`src/design/bffa_pkg.sv`:
```
// ----------------------------------------------------------------------------
// bffa_pkg
// constants and types of the bitmap first-fit frame allocator
// ----------------------------------------------------------------------------
`timescale 1ns / 1ps

package bffa_pkg;

	// bitmap geometry
	localparam int MAP_BYTES         = 128;
	localparam int INDEX_LIMIT_BYTES = 128;
	localparam int BITS_PER_BYTE     = 8;
	localparam int ACT_BYTES         = (MAP_BYTES < INDEX_LIMIT_BYTES) ?
	                                   MAP_BYTES : INDEX_LIMIT_BYTES;
	localparam int BYTE_W            = (ACT_BYTES > 1) ? $clog2(ACT_BYTES) : 1;

	// scan groups of full flags
	localparam int GRP_LOG    = 4;
	localparam int GRP_BYTES  = 1 << GRP_LOG;
	localparam int NUM_GROUPS = (ACT_BYTES + GRP_BYTES - 1) / GRP_BYTES;
	localparam int GRP_W      = (NUM_GROUPS > 1) ? $clog2(NUM_GROUPS) : 1;
	localparam int SCAN_W     = GRP_W + GRP_LOG;
	localparam int FULL_LEN   = 1 << SCAN_W;

	// field widths
	localparam int KIND_W  = 2;
	localparam int FRAME_W = 10;
	localparam int COUNT_W = 11;
	localparam int CFG_W   = 8;
	localparam int BIT_W   = 3;

	// request kinds
	typedef enum logic [KIND_W-1:0] {
		KIND_ALLOC = 2'd0,
		KIND_FREE  = 2'd1,
		KIND_CHECK = 2'd2
	} kind_t;

	// sequencer states
	typedef enum logic [2:0] {
		ST_IDLE,
		ST_SCAN,
		ST_READ,
		ST_LOOK,
		ST_RESP
	} state_t;

endpackage

```
`src/design/bffa_if.sv`:
```
// ----------------------------------------------------------------------------
// bffa_if
// request, response and configuration channels of the frame allocator
// ----------------------------------------------------------------------------
`timescale 1ns / 1ps

interface bffa_req_if;
	logic                           valid;
	logic                           ready;
	logic [bffa_pkg::KIND_W-1:0]    kind;
	logic [bffa_pkg::FRAME_W-1:0]   frame_index;
	logic [bffa_pkg::COUNT_W-1:0]   required_count;

	modport source (output valid, kind, frame_index, required_count, input ready);
	modport sink (input valid, kind, frame_index, required_count, output ready);
endinterface

interface bffa_rsp_if;
	logic                           valid;
	logic                           ready;
	logic [bffa_pkg::FRAME_W-1:0]   granted_frame;
	logic                           ok;
	logic [bffa_pkg::COUNT_W-1:0]   free_frames;

	modport source (output valid, granted_frame, ok, free_frames, input ready);
	modport sink (input valid, granted_frame, ok, free_frames, output ready);
endinterface

interface bffa_cfg_if;
	logic                           valid;
	logic                           ready;
	logic [bffa_pkg::CFG_W-1:0]     bitmap_bytes;

	modport source (output valid, bitmap_bytes, input ready);
	modport sink (input valid, bitmap_bytes, output ready);
endinterface

```
`src/design/bitmap_first_fit_frame_allocator_top.sv`:
```
// ----------------------------------------------------------------------------
// bitmap_first_fit_frame_allocator_top
// first-fit frame allocator over a used/free bitmap with a running free count
// ----------------------------------------------------------------------------
// Usage:
//   req carries one request (allocate, free frame, check enough free); rsp
//   returns exactly one result per request; cfg writes bitmap_bytes, which
//   re-initializes the allocator (all frames free, count = 8 * bytes).
//   Configure only while no request is in flight.
// Steps, request transfer to rsp valid:
//   check / unused kind: result directly; free: one memory read and one
//   update (result directly when out of range); allocate: one group of 16
//   byte-full flags searched per cycle (8 groups at most), then one memory
//   read and one update; the search alone when no frame is free.
// Throughput: one request at a time; req.ready returns once the result is
//   loaded into the output register.
// Reset: all frames free, bitmap_bytes 128; per-byte valid flags make the
//   bitmap memory read as zero without a clearing pass.
// Stall: a result waits in the output register while rsp.ready is low; a
//   following request is taken but finishes only once that slot drains.
// ----------------------------------------------------------------------------
`timescale 1ns / 1ps

module bitmap_first_fit_frame_allocator_top (
	input  logic        clk,
	input  logic        arst_n,
	bffa_req_if.sink    req,
	bffa_rsp_if.source  rsp,
	bffa_cfg_if.sink    cfg
);

	localparam int BW  = bffa_pkg::BITS_PER_BYTE;
	localparam int AB  = bffa_pkg::ACT_BYTES;

	// state
	bffa_pkg::state_t                state_q, state_d;
	bffa_pkg::kind_t                 kind_q;
	logic [bffa_pkg::GRP_W-1:0]      grp_q;
	logic [bffa_pkg::BYTE_W-1:0]     byte_q;
	logic [bffa_pkg::BIT_W-1:0]      bit_q;
	logic [bffa_pkg::CFG_W-1:0]      active_q;
	logic [bffa_pkg::COUNT_W-1:0]    counter_q;
	logic [AB-1:0]                   vld_q;
	logic [bffa_pkg::FULL_LEN-1:0]   full_q;
	logic [bffa_pkg::FRAME_W-1:0]    res_granted_q;
	logic                            res_ok_q;
	logic [BW-1:0]                   mem_q [AB];
	logic [BW-1:0]                   rdata_q;

	// output register
	logic                            out_valid_q;
	logic [bffa_pkg::FRAME_W-1:0]    out_granted_q;
	logic                            out_ok_q;
	logic [bffa_pkg::COUNT_W-1:0]    out_free_q;

	// combinational helpers
	logic                            req_xfer, cfg_xfer, rsp_load;
	logic [bffa_pkg::CFG_W-1:0]      cfg_act;
	logic                            free_in_range;
	logic [bffa_pkg::GRP_BYTES-1:0]  grp_cand;
	logic                            grp_hit, grp_last;
	logic [bffa_pkg::GRP_LOG-1:0]    hit_idx;
	logic [bffa_pkg::SCAN_W-1:0]     cand_byte;
	logic [bffa_pkg::SCAN_W-1:0]     grp_base;
	logic [BW-1:0]                   byte_val;
	logic [bffa_pkg::BIT_W-1:0]      zero_bit;
	logic [BW-1:0]                   alloc_byte, free_byte;
	logic                            mem_we;
	logic [BW-1:0]                   mem_wd;

	// handshakes
	assign cfg.ready = (state_q == bffa_pkg::ST_IDLE);
	assign req.ready = (state_q == bffa_pkg::ST_IDLE) && !cfg.valid;
	assign cfg_xfer  = cfg.valid && cfg.ready;
	assign req_xfer  = req.valid && req.ready;
	assign rsp_load  = (state_q == bffa_pkg::ST_RESP) && (!out_valid_q || rsp.ready);

	assign rsp.valid         = out_valid_q;
	assign rsp.granted_frame = out_granted_q;
	assign rsp.ok            = out_ok_q;
	assign rsp.free_frames   = out_free_q;

	// saturate the configured byte count
	assign cfg_act = (cfg.bitmap_bytes > bffa_pkg::CFG_W'(AB)) ?
	                 bffa_pkg::CFG_W'(AB) : cfg.bitmap_bytes;

	assign free_in_range = bffa_pkg::COUNT_W'(req.frame_index) <
	                       bffa_pkg::COUNT_W'({active_q, 3'b000});

	// scan unit: one group of full flags per cycle, then bit search in a byte
	always_comb begin
		grp_base = {grp_q, {bffa_pkg::GRP_LOG{1'b0}}};
		for (int i = 0; i < bffa_pkg::GRP_BYTES; i++) begin
			cand_byte   = grp_base | bffa_pkg::SCAN_W'(i);
			grp_cand[i] = !full_q[cand_byte] &&
			              (bffa_pkg::CFG_W'(cand_byte) < active_q);
		end
		cand_byte = grp_base;
		grp_hit   = |grp_cand;
		hit_idx   = '0;
		for (int i = bffa_pkg::GRP_BYTES - 1; i >= 0; i--) begin
			if (grp_cand[i]) begin
				hit_idx = bffa_pkg::GRP_LOG'(i);
			end
		end
		grp_last = (grp_q == bffa_pkg::GRP_W'(bffa_pkg::NUM_GROUPS - 1)) ||
		           ((bffa_pkg::CFG_W'(grp_base) + bffa_pkg::CFG_W'(bffa_pkg::GRP_BYTES))
		            >= active_q);

		byte_val = vld_q[byte_q] ? rdata_q : '0;
		zero_bit = '0;
		for (int i = BW - 1; i >= 0; i--) begin
			if (!byte_val[i]) begin
				zero_bit = bffa_pkg::BIT_W'(i);
			end
		end
		alloc_byte = byte_val | (BW'(1) << zero_bit);
		free_byte  = byte_val & ~(BW'(1) << bit_q);
	end

	// sequencer next state and memory write
	always_comb begin
		state_d = state_q;
		mem_we  = 1'b0;
		mem_wd  = alloc_byte;
		case (state_q)
			bffa_pkg::ST_IDLE: begin
				if (req_xfer) begin
					case (bffa_pkg::kind_t'(req.kind))
						bffa_pkg::KIND_ALLOC: state_d = bffa_pkg::ST_SCAN;
						bffa_pkg::KIND_FREE: begin
							state_d = free_in_range ? bffa_pkg::ST_READ : bffa_pkg::ST_RESP;
						end
						default: state_d = bffa_pkg::ST_RESP;
					endcase
				end
			end
			bffa_pkg::ST_SCAN: begin
				if (grp_hit) begin
					state_d = bffa_pkg::ST_READ;
				end else if (grp_last) begin
					state_d = bffa_pkg::ST_RESP;
				end
			end
			bffa_pkg::ST_READ: state_d = bffa_pkg::ST_LOOK;
			bffa_pkg::ST_LOOK: begin
				state_d = bffa_pkg::ST_RESP;
				if (kind_q == bffa_pkg::KIND_ALLOC) begin
					mem_we = 1'b1;
				end else begin
					mem_we = byte_val[bit_q];
					mem_wd = free_byte;
				end
			end
			bffa_pkg::ST_RESP: begin
				if (rsp_load) begin
					state_d = bffa_pkg::ST_IDLE;
				end
			end
			default: state_d = bffa_pkg::ST_IDLE;
		endcase
	end

	// state register
	always_ff @(posedge clk or negedge arst_n) begin
		if (!arst_n) begin
			state_q <= bffa_pkg::ST_IDLE;
		end else begin
			state_q <= state_d;
		end
	end

	// bitmap memory, registered read
	always_ff @(posedge clk) begin
		if (mem_we) begin
			mem_q[byte_q] <= mem_wd;
		end
		rdata_q <= mem_q[byte_q];
	end

	// allocator control state
	always_ff @(posedge clk or negedge arst_n) begin
		if (!arst_n) begin
			active_q  <= bffa_pkg::CFG_W'(AB);
			counter_q <= bffa_pkg::COUNT_W'(AB * BW);
			vld_q     <= '0;
			full_q    <= '0;
		end else if (cfg_xfer) begin
			active_q  <= cfg_act;
			counter_q <= bffa_pkg::COUNT_W'({cfg_act, 3'b000});
			vld_q     <= '0;
			full_q    <= '0;
		end else if (state_q == bffa_pkg::ST_LOOK) begin
			if (kind_q == bffa_pkg::KIND_ALLOC) begin
				vld_q[byte_q]                      <= 1'b1;
				full_q[bffa_pkg::SCAN_W'(byte_q)]  <= &alloc_byte;
				if (counter_q != '0) begin
					counter_q <= counter_q - 1'b1;
				end
			end else if (byte_val[bit_q]) begin
				vld_q[byte_q]                      <= 1'b1;
				full_q[bffa_pkg::SCAN_W'(byte_q)]  <= 1'b0;
				counter_q                          <= counter_q + 1'b1;
			end
		end
	end

	// per-request working registers
	always_ff @(posedge clk) begin
		case (state_q)
			bffa_pkg::ST_IDLE: begin
				if (req_xfer) begin
					kind_q        <= bffa_pkg::kind_t'(req.kind);
					grp_q         <= '0;
					byte_q        <= bffa_pkg::BYTE_W'(req.frame_index >> bffa_pkg::BIT_W);
					bit_q         <= req.frame_index[bffa_pkg::BIT_W-1:0];
					res_granted_q <= '0;
					res_ok_q      <= (bffa_pkg::kind_t'(req.kind) == bffa_pkg::KIND_CHECK) &&
					                 (counter_q >= req.required_count);
				end
			end
			bffa_pkg::ST_SCAN: begin
				if (grp_hit) begin
					byte_q <= bffa_pkg::BYTE_W'(grp_base | bffa_pkg::SCAN_W'(hit_idx));
				end else begin
					grp_q <= grp_q + 1'b1;
				end
			end
			bffa_pkg::ST_LOOK: begin
				if (kind_q == bffa_pkg::KIND_ALLOC) begin
					res_granted_q <= bffa_pkg::FRAME_W'({byte_q, zero_bit});
					res_ok_q      <= 1'b1;
				end else begin
					res_ok_q      <= byte_val[bit_q];
				end
			end
			default: ;
		endcase
	end

	// output register
	always_ff @(posedge clk or negedge arst_n) begin
		if (!arst_n) begin
			out_valid_q <= 1'b0;
		end else if (rsp_load) begin
			out_valid_q <= 1'b1;
		end else if (rsp.ready) begin
			out_valid_q <= 1'b0;
		end
	end

	always_ff @(posedge clk) begin
		if (rsp_load) begin
			out_granted_q <= res_granted_q;
			out_ok_q      <= res_ok_q;
			out_free_q    <= counter_q;
		end
	end

endmodule

```
`src/flat_wrapper.sv`:
```
// flat-port wrapper written by rule: the top's interface ports become plain ports
module bitmap_first_fit_frame_allocator_top_flat 
  (clk, arst_n, req_valid, req_kind, req_frame_index, req_required_count, req_ready, rsp_valid, rsp_granted_frame, rsp_ok, rsp_free_frames, rsp_ready, cfg_valid, cfg_bitmap_bytes, cfg_ready);
  bffa_req_if req_i ();
  bffa_rsp_if rsp_i ();
  bffa_cfg_if cfg_i ();
  input  logic clk;
  input  logic arst_n;
  input wire logic [$bits(req_i.valid)-1:0] req_valid;
  input wire logic [$bits(req_i.kind)-1:0] req_kind;
  input wire logic [$bits(req_i.frame_index)-1:0] req_frame_index;
  input wire logic [$bits(req_i.required_count)-1:0] req_required_count;
  output wire logic [$bits(req_i.ready)-1:0] req_ready;
  output wire logic [$bits(rsp_i.valid)-1:0] rsp_valid;
  output wire logic [$bits(rsp_i.granted_frame)-1:0] rsp_granted_frame;
  output wire logic [$bits(rsp_i.ok)-1:0] rsp_ok;
  output wire logic [$bits(rsp_i.free_frames)-1:0] rsp_free_frames;
  input wire logic [$bits(rsp_i.ready)-1:0] rsp_ready;
  input wire logic [$bits(cfg_i.valid)-1:0] cfg_valid;
  input wire logic [$bits(cfg_i.bitmap_bytes)-1:0] cfg_bitmap_bytes;
  output wire logic [$bits(cfg_i.ready)-1:0] cfg_ready;
  assign req_i.valid = req_valid;
  assign req_i.kind = req_kind;
  assign req_i.frame_index = req_frame_index;
  assign req_i.required_count = req_required_count;
  assign req_ready = req_i.ready;
  assign rsp_valid = rsp_i.valid;
  assign rsp_granted_frame = rsp_i.granted_frame;
  assign rsp_ok = rsp_i.ok;
  assign rsp_free_frames = rsp_i.free_frames;
  assign rsp_i.ready = rsp_ready;
  assign cfg_i.valid = cfg_valid;
  assign cfg_i.bitmap_bytes = cfg_bitmap_bytes;
  assign cfg_ready = cfg_i.ready;
  bitmap_first_fit_frame_allocator_top u_core (.clk(clk), .arst_n(arst_n), .req(req_i), .rsp(rsp_i), .cfg(cfg_i));
endmodule
```
`config.mk`:
```
export PLATFORM = sky130hd
export DESIGN_NAME = bitmap_first_fit_frame_allocator_top_flat
export DESIGN_NICKNAME = d
export VERILOG_FILES = /design/src/design/bffa_pkg.sv /design/src/design/bffa_if.sv /design/src/design/bitmap_first_fit_frame_allocator_top.sv /design/src/flat_wrapper.sv
export SDC_FILE = /design/constraint.sdc
export NUM_CORES = 2
export LEC_CHECK = 0
export ABC_CLOCK_PERIOD_IN_PS = 18700
export BUFFER_PORTS_ARGS = -buffer_cell sky130_fd_sc_hd__buf_2
export CORE_ASPECT_RATIO = 0.7
export CORE_MARGIN = 4
export CORE_UTILIZATION = 55
export CTS_BUF_LIST = sky130_fd_sc_hd__clkbuf_4
export DETAILED_ROUTE_END_ITERATION = 10
export PLACE_DENSITY_LB_ADDON = 0.08
export SYNTH_ARGS = -nofsm -noshare
export SYNTH_HDL_FRONTEND = slang
export SYNTH_SLANG_ARGS = --single-unit
```
`constraint.sdc`:
```
create_clock -name clk -period 18.7 [get_ports clk]
set_clock_uncertainty 0.1 [all_clocks]
set_input_delay 4.675 -clock clk [delete_from_list [all_inputs] [get_ports clk]]
set_output_delay 4.675 -clock clk [all_outputs]
set_load 0.03 [all_outputs]
```
After elaboration in Yosys (flattened, before gate mapping)

Memory sizes are Yosys's and may differ from the RTL's. A register that Yosys moved wholly into a read port is not among the register bits.
Index checks and enable logic that the tools add are counted.

Bits of input ports: 36
Memories: 1
RAM bits: 1024
Output and inout port bits: 25
Bits in registers: 327

Add/sub/neg operators: 4
$lt $le $gt $ge: 39
Shift operators: 2
Reduce and logical (&&, ||, !) cells: 61
Bitwise operators: 7
Muxes and demuxes: 104
Equality and inequality tests: 14

Memory list:

| memory       | words | bits a word | read ports | clocked after memory_dff | write ports | RTL line                                   | source |
|---|---|---|---|---|---|---|---|
| u_core.mem_q | 128   | 8           | 1          | 1                        | 1           | bitmap_first_fit_frame_allocator_top.sv:47 | `logic [BW-1:0] mem_q [AB];` |

Operator list:

| kind                  | number |
|---|---|
| $mux W128             | 8 |
| $lt A7 B8 Y1 const B  | 17 |
| $and A128 B128 Y128   | 1 |
| $bwmux W128           | 1 |
| $lt A7 B8 Y1          | 16 |
| $not A128 Y128        | 1 |
| $or A128 B128 Y128    | 1 |
| $mux W4               | 16 |
| $mux W11              | 5 |
| $bmux W1 S3           | 17 |
| $mux W3               | 15 |
| $mux W8               | 4 |
| $mux W1               | 26 |
| $logic_and A1 B1 Y1   | 22 |
| $mux W10              | 2 |
| $pmux W10 S2          | 1 |
| $logic_not A1 Y1      | 18 |
| $reduce_or A16 Y1     | 1 |
| $shl A1 B3 Y8 const A | 2 |
| $pmux W3 S5           | 1 |
| $reduce_and A3 Y1     | 5 |
| $mux W7               | 2 |
| $pmux W7 S2           | 1 |
| $pmux W3 S2           | 2 |
| 34 further kinds      | 46 |

Logic depth before layout (Yosys ltp)

Word-level depth: 23
Mapped depth: 15

Worst setup path before layout

No wires, ideal clock.

Kind: input port to output port
Start: input port cfg_valid
End: output port req_ready
Arrival time: 5.643 ns
Data required time: 13.925 ns
Path slack: 8.282 ns
Cell stages on the path: 1
Cell sequence: nor4_1

Word-level cells in the longest chain between the ends: 2

Ends and longest elaborated chain:

| what                | RTL line                                   | source |
|---|---|---|
| start, declared     | flat_wrapper.sv:19                         | `input wire logic [$bits(cfg_i.valid)-1:0] cfg_valid;` |
| $logic_not A1 Y1    | bitmap_first_fit_frame_allocator_top.sv:73 | `assign req.ready = (state_q == bffa_pkg::ST_IDLE) && !cfg.valid;` |
| $logic_and A1 B1 Y1 | bitmap_first_fit_frame_allocator_top.sv:73 |  |
| end, declared       | flat_wrapper.sv:13                         | `output wire logic [$bits(req_i.ready)-1:0] req_ready;` |

Every way passes these cells.

Worst setup path in the final report

Same ends and word-level chain as after synthesis.

==> summary.json <==
{
  "global_route.overflow_total": {"value": 0},
  "syn-cell-area": {"value": 0.0536, "unit": "mm2"},
  "pwr-share-clk": {"value": 31.3, "unit": "%"},
  "area.sequential": {"value": 0.0393, "unit": "mm2"},
  "vias_in_the_first_global_route": {"value": 34600},
  "totalNegativeSetupSlack": {"value": 0, "unit": "ns"},
  "switching_share": {"value": 32.8, "unit": "%"},
  "antenna_found_initial": {"value": 9},
  "final_hold_viols": {"value": 0},
  "dpl_cell_area": {"value": 0.0554, "unit": "mm2"},
  "post_route_cells_drive_above_1_share": {"value": 19.3, "unit": "%"},
  "post-route-drc-count": {"value": 0},
  "reg2reg_from": {"value": "u_core.byte_q[0]$_DFFE_PP_"},
  "maxCapViolations": {"value": 0},
  "layout_commonest_cell": {"value": "edfxtp_1"},
  "postSynthRegisterBits": {"value": 1359},
  "worstMarginPinSlew": {"value": 1.34, "unit": "ns"},
  "clock_tree.buffer_depth": {"value": 4},
  "routed_wirelength": {"value": 164, "unit": "mm"},
  "status": {"value": "finished clean"},
  "synth_ff_type": {"value": "edfxtp_1"},
  "power_per_cell_area": {"value": 127, "unit": "mW/mm2"},
  "totalPowerFinal": {"value": 7.58, "unit": "mW"},
  "synth-async-reset-ratio": {"value": 20.5, "unit": "%"},
  "skew_pair_late_insertion_delay": {"value": 1.23, "unit": "ns"},
  "globalplace.congestion": {"value": 0.915},
  "die_h": {"value": 269, "unit": "um"},
  "htree_levels": {"value": 5},
  "critical_path.reg2reg.endpoint": {"value": "u_core.mem_q[124][5]$_DFFE_PP_"},
  "timing.slew.headroom": {"value": 10.0, "unit": "%"},
  "worst_case_hold_slack": {"value": 0.320, "unit": "ns"},
  "synthesis.nets": {"value": 3601},
  "finalNetCount": {"value": 3871},
  "hold_class": {"value": "reg -> reg"},
  "drtPass1Iterations": {"value": 6},
  "worst_r2r_path_depth": {"value": 11},
  "synthesis.instances": {"value": 3528},
  "cts_num_sinks": {"value": 1359},
  "layout_common_cells": {"value": "1,072 x edfxtp_1, 487 x clkbuf_4, 314 x a22oi_1"},
  "fin_util": {"value": 61.8, "unit": "%"},
  "final_count_of_pins_violating_max_slew": {"value": 0},
  "critical_path.startpoint_type": {"value": "input pin"},
  "ir_drop": {"value": 0.0000710, "unit": "V"},
  "hold_start": {"value": "u_core.res_granted_q[9]$_SDFFCE_PN0P_"},
  "p_int": {"value": 5.09, "unit": "mW"},
  "crit_path_max_fanout": {"value": 3},
  "clk_pin_slew": {"value": 0.06, "unit": "ns"},
  "multi_input_area": {"value": 0.0131, "unit": "mm2"},
  "combinationalPowerShare": {"value": 22.9, "unit": "%"},
  "synth_enable_flop_cells": {"value": 1072},
  "power.static_leakage": {"value": 20.7, "unit": "nW"},
  "routed_wire_length_per_instance": {"value": 31.0, "unit": "um"},
  "power.share.sequential": {"value": 45.8, "unit": "%"},
  "dp_slack": {"value": 8.58, "unit": "ns"},
  "floorplan.io_pins": {"value": 61},
  "grt.total_usage": {"value": 31.7, "unit": "%"},
  "cts-hold-fix-buffers": {"value": 0},
  "worst_setup_path_end_kind": {"value": "output pin"},
  "core_rows": {"value": 95},
  "port-buffer-count": {"value": 60},
  "worstHoldPathCells": {"value": 0},
  "finish.instance_area": {"value": 0.0595, "unit": "mm2"},
  "maximum_number_of_pins_on_one_net_before_global_route_repair": {"value": 105},
  "worst-setup-path-type": {"value": "in -> out"},
  "tritoncts": {"value": "yes"},
  "initial_core_util": {"value": 55.6, "unit": "%"},
  "post-cts-setup-buffers": {"value": 0},
  "max_clock_freq": {"value": 0.0986, "unit": "GHz"},
  "initialDrtViolationCount": {"value": 5020},
  "layoutNonFillerInstCount": {"value": 5298},
  "core": {"value": 0.0963, "unit": "mm2"},
  "yosysSeqAreaShare": {"value": 73.4, "unit": "%"},
  "postRouteAntennaNets": {"value": 0},
  "setup_viol_count_final": {"value": 0},
  "tritoncts.num_buffers": {"value": 328},
  "min_period": {"value": 10.15, "unit": "ns"},
  "finalWorstSetupSlack": {"value": 8.55, "unit": "ns"},
  "detailed_place_hpwl": {"value": 100, "unit": "mm"},
  "cts_resized": {"value": 0},
  "rsz0062_at_grt": {"value": "false"},
  "synthToLayoutAreaGrowth": {"value": 11.0, "unit": "%"},
  "avgSynthCellArea": {"value": 15.2, "unit": "um2"},
  "wire_length_of_the_first_global_routing_pass": {"value": 238, "unit": "mm"},
  "place_inst": {"value": 4729},
  "viasPerCell": {"value": 6.67},
  "cts_root_buffer": {"value": "clkbuf_4"},
  "min_period_over_period": {"value": 54.3, "unit": "%"},
  "dieArea": {"value": 0.103, "unit": "mm2"},
  "route.vias.total": {"value": 35300},
  "cp_data_required_time": {"value": 13.93, "unit": "ns"},
  "die_width": {"value": 381, "unit": "um"},
  "synth.yosys.warnings": {"value": 0},
  "cp_data_arrival_time": {"value": 5.37, "unit": "ns"},
  "worstHoldEndpoint": {"value": "u_core.rsp.granted_frame[9]$_DFFE_PP_"},
  "post_synth_num_cell_types": {"value": 78},
  "p_switching": {"value": 2.49, "unit": "mW"},
  "fill_cells": {"value": 7263},
  "setup.reg_to_reg.worst_slack": {"value": 12.05, "unit": "ns"}
}
critical path, stage by stage:
cell	delay, ns
buf_2	0.13
nor4_1	0.29
buf_2	0.28
routing by layer:
layer	vias to the layer above	global-route usage, %	share of wire [%]
li1	14900	-	-
met1	17900	47.2	41
met2	2277	44.9	43
met3	305	8.72	12
met4	8	11.9	3.0
met5	-	0	0.035
cell families (layout without fill, tap and decap cells):
family	count (synthesis)	count (layout)	synth area share, %
flops	1359	1359	73.4
compound gates	1064	1064	14.7
simple gates	672	672	5.58
buf+inv	293	794	2.49
mux	95	95	2.82
fa+ha+maj	37	37	0.878
xor+xnor	8	8	0.131
other cells	0	8	0
area by class of cell:
cell class / instances / area share [%]
flip-flops and latches: 1359 / 66.1
repair buffers: 188 / 2.18
well taps: 1261 / 2.65
clock buffers: 487 / 6.15
diodes: 8 / 0.0337
inverters: 45 / 0.284
multi-input cells: 1876 / 22.0
clock inverters: 74 / 0.608
synth_stat cells (24+ instances only):
| master | n | area [um2] |
|---|---|---|
| edfxtp_1 | 1072 | 32200 |
| a22oi_1 | 314 | 2360 |
| dfrtp_1 | 277 | 6930 |
| nand2_1 | 246 | 923 |
| nor2_1 | 238 | 893 |
| o22ai_1 | 144 | 901 |
| o21a_1 | 133 | 998 |
| clkbuf_1 | 107 | 402 |
| buf_2 | 102 | 510 |
| a221oi_1 | 90 | 788 |
| a22o_1 | 88 | 771 |
| a31oi_1 | 81 | 507 |
| o21ai_0 | 56 | 280 |
| mux2i_1 | 44 | 440 |
| mux4_2 | 44 | 991 |
| inv_1 | 43 | 161 |
| a21oi_1 | 40 | 200 |
| ha_1 | 36 | 450 |
| nand4_1 | 30 | 188 |
| nand3_1 | 25 | 125 |
| a41oi_1 | 24 | 210 |
sequential cells by signal (all words and copies together), names as in the netlist:
signal / count
u_core.mem_q: 1024
u_core.full_q: 128
u_core.vld_q: 128
u_core.counter_q: 11
u_core.rsp.free_frames: 11
u_core.res_granted_q: 10
u_core.rsp.granted_frame: 10
u_core.active_q: 8
u_core.rdata_q: 8
u_core.byte_q: 7
u_core.bit_q: 3
u_core.grp_q: 3
u_core.state_q: 3
u_core.kind_q: 2
u_core.res_ok_q: 1
u_core.rsp.ok: 1
u_core.rsp.valid: 1
power groups by stage:
stage / clock network, mW / logic (mW) / registers (mW)
CTS: 2.41 / 1.70 / 3.47
global placement: 0 / 1.66 / 3.53
floorplan: 0 / 1.01 / 3.54
global route: 2.58 / 1.82 / 3.48
detailed placement: 0 / 1.70 / 3.53
finish: 2.37 / 1.74 / 3.47
worst max path at each step:
| stage | end | cells after the start | from | slack, ns |
|---|---|---|---|---|
| after CTS | req_ready | 3 | cfg_valid | 8.57 |
| final | req_ready | 3 | cfg_valid | 8.55 |
| after global routing | req_ready | 3 | cfg_valid | 8.55 |
| after detailed placement | req_ready | 3 | cfg_valid | 8.58 |
| after floorplan | req_ready | 1 | cfg_valid | 8.28 |
| after global placement | req_ready | 3 | cfg_valid | 8.43 |
No activity file was read; power rests on OpenSTA's default activity.
